[src/rtl/ddemit_pkg.sv]
// types, constants and the double-dabble step of the decimal digit emitter
// depends on nothing
`default_nettype none
package ddemit_pkg;

   localparam int NUM_BCD   = 10;
   localparam int DIGIT_W   = 4;
   localparam int BCD_W     = NUM_BCD * DIGIT_W;
   localparam int VALUE_W   = 32;
   localparam int NUM_STAGE = 4;
   localparam int STEPS     = VALUE_W / NUM_STAGE;
   localparam int POS_W     = 11;

   localparam logic [9:0]       START_X_RST = 10'h2f;
   localparam logic [5:0]       STEP_X_RST  = 6'hf;
   localparam logic [7:0]       GLYPH_RST   = 8'h1c;
   localparam logic [POS_W-1:0] POS_MAX     = 11'h7ff;

   typedef enum logic [1:0] {
      CSR_START_X    = 2'd0,
      CSR_STEP_X     = 2'd1,
      CSR_GLYPH_BASE = 2'd2,
      CSR_NONE       = 2'd3
   } csr_index_type;

   typedef logic [BCD_W-1:0] bcd_type;

   // one double-dabble step: correct every digit then shift in a bit
   function automatic bcd_type dabble_step(input bcd_type bcd, input logic b);
      bcd_type t;
      t = bcd;
      for (int i = 0; i < NUM_BCD; i++) begin
         if (t[i*DIGIT_W +: DIGIT_W] >= 4'd5) begin
            t[i*DIGIT_W +: DIGIT_W] = t[i*DIGIT_W +: DIGIT_W] + 4'd3;
         end
      end
      return {t[BCD_W-2:0], b};
   endfunction

endpackage
`default_nettype wire

[src/rtl/decimal_digit_emitter_core.sv]
// top level of the decimal digit emitter: double-dabble pipeline and digit emitter
// depends on ddemit_pkg
//
//  channel | direction | handshake        | payload
//  req     | in        | valid / stall    | value
//  rsp     | out       | valid / stall    | digit, glyph, pos_x, last
//  csr     | in        | valid / ready    | index, data
//
// a value enters every cycle while the pipeline has room; four register
// stages do eight double-dabble shifts each, and the last one loads the
// emitter register, which then sends one digit per cycle while rsp is not
// stalled, so an item sends 1 to CAP digits (its digit count, capped at CAP).
// reset is synchronous and clears all valid bits and the configuration registers.
// a stall on rsp backs up stage by stage; nothing is dropped or repeated.
`default_nettype none
module decimal_digit_emitter_core
   import ddemit_pkg::*;
#(
   parameter int MAX_DIGITS = 10
) (
   input  wire logic        clock,
   input  wire logic        reset,
   input  wire logic        req_valid,
   output logic             req_stall,
   input  wire logic [31:0] req_value,
   output logic             rsp_valid,
   input  wire logic        rsp_stall,
   output logic [3:0]       rsp_digit,
   output logic [7:0]       rsp_glyph,
   output logic [10:0]      rsp_pos_x,
   output logic             rsp_last,
   input  wire logic        csr_valid,
   output logic             csr_ready,
   input  wire logic [1:0]  csr_index,
   input  wire logic [9:0]  csr_data
);

   // digits actually kept per item
   localparam int CAP   = (MAX_DIGITS < NUM_BCD) ? MAX_DIGITS : NUM_BCD;
   localparam int IDX_W = (CAP > 1) ? $clog2(CAP) : 1;
   localparam logic [3:0] CAP_LAST = 4'(CAP - 1);

   // configuration registers
   logic [9:0] start_x_ff;
   logic [5:0] step_x_ff;
   logic [7:0] glyph_ff;

   assign csr_ready = 1'b1;

   always_ff @(posedge clock) begin
      if (reset) begin
         start_x_ff <= START_X_RST;
         step_x_ff  <= STEP_X_RST;
         glyph_ff   <= GLYPH_RST;
      end else if (csr_valid) begin
         case (csr_index_type'(csr_index))
            CSR_START_X:    start_x_ff <= csr_data;
            CSR_STEP_X:     step_x_ff  <= csr_data[5:0];
            CSR_GLYPH_BASE: glyph_ff   <= csr_data[7:0];
            default: ;
         endcase
      end
   end

   // conversion pipeline
   logic                 stg_v_ff   [NUM_STAGE];
   bcd_type              stg_bcd_ff [NUM_STAGE];
   logic [VALUE_W-1:0]   stg_bin_ff [NUM_STAGE];
   bcd_type              stg_bcd_in [NUM_STAGE];
   logic [VALUE_W-1:0]   stg_bin_in [NUM_STAGE];
   logic                 stg_ld     [NUM_STAGE];

   // emitter
   logic                 em_v_ff;
   logic [DIGIT_W-1:0]   em_dig_ff [CAP];
   logic [IDX_W-1:0]     em_idx_ff;
   logic [POS_W-1:0]     em_pos_ff;
   logic                 em_ld;
   logic                 rsp_fire;
   logic [3:0]           top_hi;
   logic [POS_W:0]       pos_sum;

   assign rsp_fire = em_v_ff && !rsp_stall;
   assign em_ld    = !em_v_ff || (rsp_fire && (em_idx_ff == '0));

   // a stage loads when empty or when the next one takes its word
   always_comb begin
      stg_ld[NUM_STAGE-1] = !stg_v_ff[NUM_STAGE-1] || em_ld;
      for (int s = NUM_STAGE - 2; s >= 0; s--) begin
         stg_ld[s] = !stg_v_ff[s] || stg_ld[s+1];
      end
   end

   assign req_stall = !stg_ld[0];

   // eight dabble steps per stage
   always_comb begin
      for (int s = 0; s < NUM_STAGE; s++) begin
         bcd_type            b;
         logic [VALUE_W-1:0] n;
         if (s == 0) begin
            b = '0;
            n = req_value;
         end else begin
            b = stg_bcd_ff[s-1];
            n = stg_bin_ff[s-1];
         end
         for (int k = 0; k < STEPS; k++) begin
            b = dabble_step(b, n[VALUE_W-1]);
            n = {n[VALUE_W-2:0], 1'b0};
         end
         stg_bcd_in[s] = b;
         stg_bin_in[s] = n;
      end
   end

   always_ff @(posedge clock) begin
      for (int s = 0; s < NUM_STAGE; s++) begin
         if (reset) begin
            stg_v_ff[s] <= 1'b0;
         end else if (stg_ld[s]) begin
            stg_v_ff[s] <= (s == 0) ? req_valid : stg_v_ff[(s == 0) ? 0 : s-1];
         end
         if (stg_ld[s]) begin
            stg_bcd_ff[s] <= stg_bcd_in[s];
            stg_bin_ff[s] <= stg_bin_in[s];
         end
      end
   end

   // highest non-zero digit; zero counts as one digit
   always_comb begin
      top_hi = '0;
      for (int i = 0; i < NUM_BCD; i++) begin
         if (stg_bcd_ff[NUM_STAGE-1][i*DIGIT_W +: DIGIT_W] != '0) begin
            top_hi = 4'(i);
         end
      end
      if (top_hi > CAP_LAST) begin
         top_hi = CAP_LAST;
      end
   end

   // next position, saturating at the field maximum
   assign pos_sum = {1'b0, em_pos_ff} + (POS_W+1)'(step_x_ff);

   always_ff @(posedge clock) begin
      if (reset) begin
         em_v_ff <= 1'b0;
      end else if (em_ld) begin
         em_v_ff <= stg_v_ff[NUM_STAGE-1];
      end
      if (em_ld) begin
         for (int i = 0; i < CAP; i++) begin
            em_dig_ff[i] <= stg_bcd_ff[NUM_STAGE-1][i*DIGIT_W +: DIGIT_W];
         end
         em_idx_ff <= IDX_W'(top_hi);
         em_pos_ff <= POS_W'(start_x_ff);
      end else if (rsp_fire) begin
         // step to the next lower digit
         em_idx_ff <= em_idx_ff - 1'b1;
         em_pos_ff <= pos_sum[POS_W] ? POS_MAX : pos_sum[POS_W-1:0];
      end
   end

   assign rsp_valid = em_v_ff;
   assign rsp_digit = em_dig_ff[em_idx_ff];
   assign rsp_glyph = glyph_ff + 8'(rsp_digit);
   assign rsp_pos_x = em_pos_ff;
   assign rsp_last  = (em_idx_ff == '0);

endmodule
`default_nettype wire

[config.mk]
export PLATFORM = sky130hd
export DESIGN_NAME = decimal_digit_emitter_core
export DESIGN_NICKNAME = d
export VERILOG_FILES = /design/src/rtl/ddemit_pkg.sv /design/src/rtl/decimal_digit_emitter_core.sv
export SDC_FILE = /design/constraint.sdc
export NUM_CORES = 1
export LEC_CHECK = 0
export ABC_AREA = 1
export ABC_CLOCK_PERIOD_IN_PS = 7210
export CORE_AREA = 2 2 205 207
export CTS_CLUSTER_SIZE = 10
export DETAILED_ROUTE_END_ITERATION = 6
export DIE_AREA = 0 0 207 209
export DONT_BUFFER_PORTS = 1
export PLACE_DENSITY = 0.76
export SYNTH_ARGS = -nofsm -noshare
export SYNTH_HDL_FRONTEND = slang
export SYNTH_SLANG_ARGS = --single-unit
[constraint.sdc]
create_clock -name clock -period 7.21 [get_ports clock]
set_clock_uncertainty 0.05 [all_clocks]
set_input_delay 1.442 -clock clock [delete_from_list [all_inputs] [get_ports clock]]
set_output_delay 1.442 -clock clock [all_outputs]
set_load 0.05 [all_outputs]
**After elaboration in Yosys (flattened, before gate mapping)**

Memory sizes are Yosys's and may differ from the RTL's. A register that Yosys moved wholly into a read port is not among the register bits.
Cells that the tools add are included.
W data, S select, Z words.

- Reduce and logical (&&, ||, !) cells: 29
- $add $sub $neg: 271
- $mul: 0
- $lt $le $gt $ge: 269
- Div/mod/pow operators: 0
- Bitwise logic cells: 4
- Eq/ne operators: 2
- Shift-type cells: 0
- Multiplexer cells: 308

Operators with widths:

| kind | count |
|---|---|
| $ge A4 B3 Y1 const B | 261 |
| $mux W4 | 254 |
| $add A4 B2 Y4 const B | 237 |
| $mux W3 | 26 |
| $add A3 B2 Y3 const B | 24 |
| $reduce_bool A4 Y1 | 9 |
| $mux W1 | 25 |
| $mux W10 | 2 |
| $add A1 B2 Y3 const B | 5 |
| $ge A1 B3 Y1 const B | 5 |
| $add A11 B6 Y12 | 1 |
| $mux W11 | 1 |
| $add A8 B4 Y8 | 1 |
| $logic_not A1 Y1 | 7 |
| $add A1 B2 Y3 const AB | 2 |
| $ge A1 B3 Y1 const AB | 2 |
| $reduce_and A2 Y1 | 3 |
| $logic_or A1 B1 Y1 | 5 |
| $gt A4 B4 Y1 const B | 1 |
| $logic_not A4 Y1 | 1 |
| $or A1 B1 Y1 | 4 |
| $sub A4 B1 Y4 const B | 1 |
| $eq A2 B1 Y1 const B | 1 |
| $eq A2 B2 Y1 const B | 1 |
| other kinds (3) | 4 |

- Flip-flop bits (word level): 40
- Memories: 4
- Bits in latches: 0
- Input port bits: 49
- Logic and storage cells: 894
- Bits in writable memories: 300
- Bits in read-only memories: 0
- Output and inout port bits: 27

Memories:

| memory | words | bits a word | rd ports | clocked after Yosys merged registers in | wr ports | line | RTL |
|---|---|---|---|---|---|---|---|
| stg_bcd_ff | 4 | 40 | 4 | 0 | 4 | decimal_digit_emitter_core.sv:67 | `bcd_type stg_bcd_ff [NUM_STAGE];` |
| stg_bin_ff | 4 | 24 | 3 | 0 | 4 | decimal_digit_emitter_core.sv:68 | `logic [VALUE_W-1:0] stg_bin_ff [NUM_STAGE];` |
| em_dig_ff | 10 | 4 | 1 | 1 | 10 | decimal_digit_emitter_core.sv:75 | `logic [DIGIT_W-1:0] em_dig_ff [CAP];` |
| stg_v_ff | 4 | 1 | 4 | 0 | 4 | decimal_digit_emitter_core.sv:66 | `logic stg_v_ff [NUM_STAGE];` |

**Depth between registers and ports, before layout**

An unclocked memory read counts as a cell.

- Depth after elaboration: 17
- Gate-level depth with buffers: 49
- Depth with buffers taken out: 49

**Least setup slack after synthesis**

OpenSTA, ideal clock, no wires.

- Path kind: flip-flop to output port
- Start: register em_idx_ff[0]
- End: output req_stall
- Stages on the path, launching flop included: 12
- Arrival: 4.470 ns
- Path buffers: 0
- Setup slack: 1.248 ns
- Data required time: 5.718 ns
- Path through: edfxtp_1 inv_1 ha_1 inv_1 nor3_1 nand2_1 nand2_1 nor2_1 nand2_1 inv_1 nand2_1 nor2_1

RTL lines:

| what | line | RTL |
|---|---|---|
| from (decl) | decimal_digit_emitter_core.sv:76 | `logic [IDX_W-1:0] em_idx_ff;` |
| from (signal assigned) | decimal_digit_emitter_core.sv:157 | `em_idx_ff <= IDX_W'(top_hi);` |
| from (signal assigned) | decimal_digit_emitter_core.sv:161 | `em_idx_ff <= em_idx_ff - 1'b1;` |
| to (decl) | decimal_digit_emitter_core.sv:24 | `output logic req_stall,` |

==> summary.md <==
| Metric | Value |
|---|---|
| Final slew viol count | `0` |
| Mean Syn Cell Area | `7.057 µm²` |
| Antenna cells | `0` |
| FF+latch count, synth | `about 240` |
| CTS root buf | `clkbuf_16` |
| Worst hold path type | `reg2reg` |
| Number of CTS-inserted buffers | `29` |
| Status | `completed` |
| DP Wirelength | `38,250 µm` |
| Vias in the first global route | `approximately 21,000` |
| Core area | `~41,000 µm²` |
| Ys async rst share | `0` |
| Die X | `between 200 and 250 µm` |
| Post-synthesis to final-layout area growth | `6.454%` |
| CTS resizes | `0` |
| Cell taking the most area after synthesis | `edfxtp_1` |
| Routed WL | `approximately 47,000 µm` |
| Worst Path Arrival | `about 4.8 ns` |
| Most used cell, CP | `o21ai_0` |
| Synth unique cells | `about 50` |
| CTS tree | `yes` |
| IO Pins | `between 70 and 80` |
| Met1 Track Usage GR | `0.2326` |
| Full die area | `approximately 43,000 µm²` |
| DR WL/cell | `roughly 12 µm` |
| M3 GR Usage | `0.02344` |
| Gr ovfl total | `0` |
| Crit path max-delay cell type | `dfxtp_1` |
| Routability cong. | `0.8715` |
| CP required | `around 5.7 ns` |
| YS warnings | `0` |
| Chip height | `209 µm` |
| Maximum capacitance violations | `0` |
| Final Setup Violations | `0` |
| Total negative slack | `0 ns` |
| Initial detailed-routing violation count | `about 950` |
| Setup CP Type | `reg2out` |
| NumNets Final | `~3,700` |
| Routed Antenna Nets | `0` |
| Fmax | `158.3 MHz` |
| Relative slew margins | `0.2093` |
| Post-synth EDFFs | `between 200 and 250` |
| DRC | `0` |
| Global-route wire length before repair | `about 84,000 µm` |
| Unrepaired setup endpoints after global routing | `no` |
| Postcts setup bufs | `0` |
| Global-route track usage on met2 | `0.4361` |
| CTS max path bufs | `3` |
| Register area share after synthesis | `0.2777` |
| Tcrit/Tclk final | `0.8761` |
| Shortest period the worst path allows | `approximately 6.3 ns` |
| Total GRT Usage | `0.2183` |
| Largest cells by area after synthesis | `edfxtp_1 25%, nand2_1 16%, inv_1 8.8%` |
| Most Crowded Layer GR | `met2` |
| Port buffer count | `0` |
| Hold Startpoint | `stg_bcd_ff[3][1]$_DFFE_PP_` |
| Initial antenna violation count | `0` |
| Synthesized Nets | `around 3,700` |
| Final Hold Vio Count | `0` |
| Synth top area share | `0.2533` |
| CP Capture Type | `output pin` |
| CTS Hold Bufs | `0` |
| Pin count of the biggest net entering global routing | `51` |
| Synthesized cell area | `roughly 25,000 µm²` |
| Type of origin of the critical path | `register` |
| Crit-path cells | `a21oi_1, o21ai_0, o21ai_0, o211ai_1, o21ai_1, ha_1, nand3_1, and2_1, o21ai_0, nand2_1, nor3_1, xor2_1` |
| Share of post-route cells with drive strength above 1 | `0.1537` |
| Via count | `around 22,000` |
| Critical Path Max Stage Delay | `between 1 and 1.5 ns` |
| Initial Utilization | `0.5972` |
| Worst reg2reg path startpoint | `stg_bcd_ff[0][4]$_DFFE_PN_` |
| Mapped Cells | `3,494` |
| Top_reg_cell synth | `edfxtp_1` |
| H-tree Lvls | `1` |
| CTS sink count | `238` |
| Row count | `75` |
| Least-Margin Pin Slew | `roughly 1.2 ns` |
| Crit path max fanout | `29` |
| TritonRoute pass-1 iters | `5` |
| CTS clk-pin slew, worst paths | `~0.060 ns` |
| Routed vias/inst | `approximately 5.4` |
| Worst-skew pair later-pin latency | `slightly below 0.6 ns` |
[path summary, 6_finish.rpt]
check        cells after the start  slack [ns]                           to
max reg2reg                     36        1.14  stg_bcd_ff[1][17]$_DFFE_PP_
min reg2reg                      0        0.36    em_dig_ff[0][1]$_DFFE_PP_
min                              0        0.36    em_dig_ff[0][1]$_DFFE_PP_
max                             12        0.89                 rsp_glyph[7]
[cells in the final DEF (no fill, tap or decap), types with 4 or more instances in the layout]
| master | n |
|---|---|
| buf_4 | 7 |
| o21ai_1 | 25 |
| clkbuf_1 | 15 |
| o22ai_1 | 10 |
| and2_1 | 35 |
| nand2_4 | 38 |
| nand3_2 | 113 |
| inv_2 | 27 |
| and2_4 | 10 |
| edfxtp_1 | 208 |
| a21o_1 | 33 |
| a31o_2 | 17 |
| nand3b_1 | 17 |
| nor2_1 | 66 |
| inv_1 | 575 |
| xnor2_1 | 9 |
| nor4_1 | 7 |
| nand2_2 | 212 |
| o211ai_1 | 13 |
| dfxtp_1 | 30 |
| ha_1 | 154 |
| a21boi_1 | 6 |
| clkinv_1 | 4 |
| mux2i_1 | 14 |
| or2_2 | 7 |
| xor2_2 | 11 |
| nand2_1 | 1064 |
| nand4_1 | 157 |
| o21ai_2 | 40 |
| a21oi_1 | 57 |
| nor3_1 | 7 |
| nand3_4 | 7 |
| xor2_1 | 60 |
| o21ai_4 | 5 |
| clkbuf_16 | 29 |
| o21ai_0 | 96 |
| nand3_1 | 322 |
[kinds of logic (layout without fill, tap and decap cells)]
group,count (synthesis),in the layout,share of synthesized area
xor gates and xnor gates,86,86,0.03709
AOI/OAI and AO/OA,312,312,0.08134
muxes,14,14,0.005683
and+or+nand+nor,2069,2069,0.4240
other,1,1,0.0001521
adders and majority gates,156,156,0.07977
DFF,238,238,0.2777
buffers and inverters,618,663,0.09433
[metrics by stage]
stage | setup WS (ns) | hold slack [ns] | instances | area [µm²] | util
floorplan | 1.248 | 0.3503 | 3494 | 24660 | -
global placement | 1.387 | 0.3519 | 4027 | 25340 | 0.6138
detailed placement | 1.095 | 0.3545 | 4027 | 25340 | 0.6138
CTS | 0.8799 | 0.3653 | 4078 | 26250 | 0.6357
global route | 0.4843 | 0.3740 | 4078 | 26250 | 0.6357
finish | 0.8935 | 0.3641 | 4078 | 26250 | 0.6357
[state kept, by name, summed over array words and instances (netlist names), named ones only]
name,flops
em_idx_ff,4
glyph_ff,8
stg_bcd_ff,102
em_dig_ff,40
stg_bin_ff,48
rsp_valid,1
start_x_ff,10
stg_v_ff,4
rsp_pos_x,11
step_x_ff,6
[per-layer routing]
metal / share of wire / vias up
met5: 0 / -
met4: 0.036 / 0
met3: 0.024 / 107
met2: 0.53 / 279
met1: 0.41 / 9958
li1: - / 11530
[layout make-up]
class	count	area, µm²
sequential	238	6847
clock buffer	44	782.0
inverter	605	2273
multi-input combinational	2638	15500
tap	539	674.4
clock inverter	7	122.6
fill	3521	15040
timing repair buffer	7	52.55
[synthesized netlist by cell type, types with 35 or more instances]
master and n:
nand2_1 1067, inv_1 575, nand3_1 322, nand2_2 209
edfxtp_1 208, nand4_1 157, ha_1 154, nand3_2 113
o21ai_0 99, nor2_1 66, xor2_1 60, a21oi_1 57
o21ai_2 40, nand2_4 38, and2_1 35
[critical path: cells and delay by family, from the launching register on]
| family | cells | cell delay, ns |
|---|---|---|
| adders and majority gates | 1 | 0.55 |
| DFF | 1 | 1.02 |
| and+or+nand+nor | 4 | 0.57 |
| xor gates and xnor gates | 1 | 0.94 |
| AOI/OAI and AO/OA | 6 | 1.16 |
Power is not shown: default switching activity piles up to over one toggle a cycle in this logic, so the estimate is an artifact.
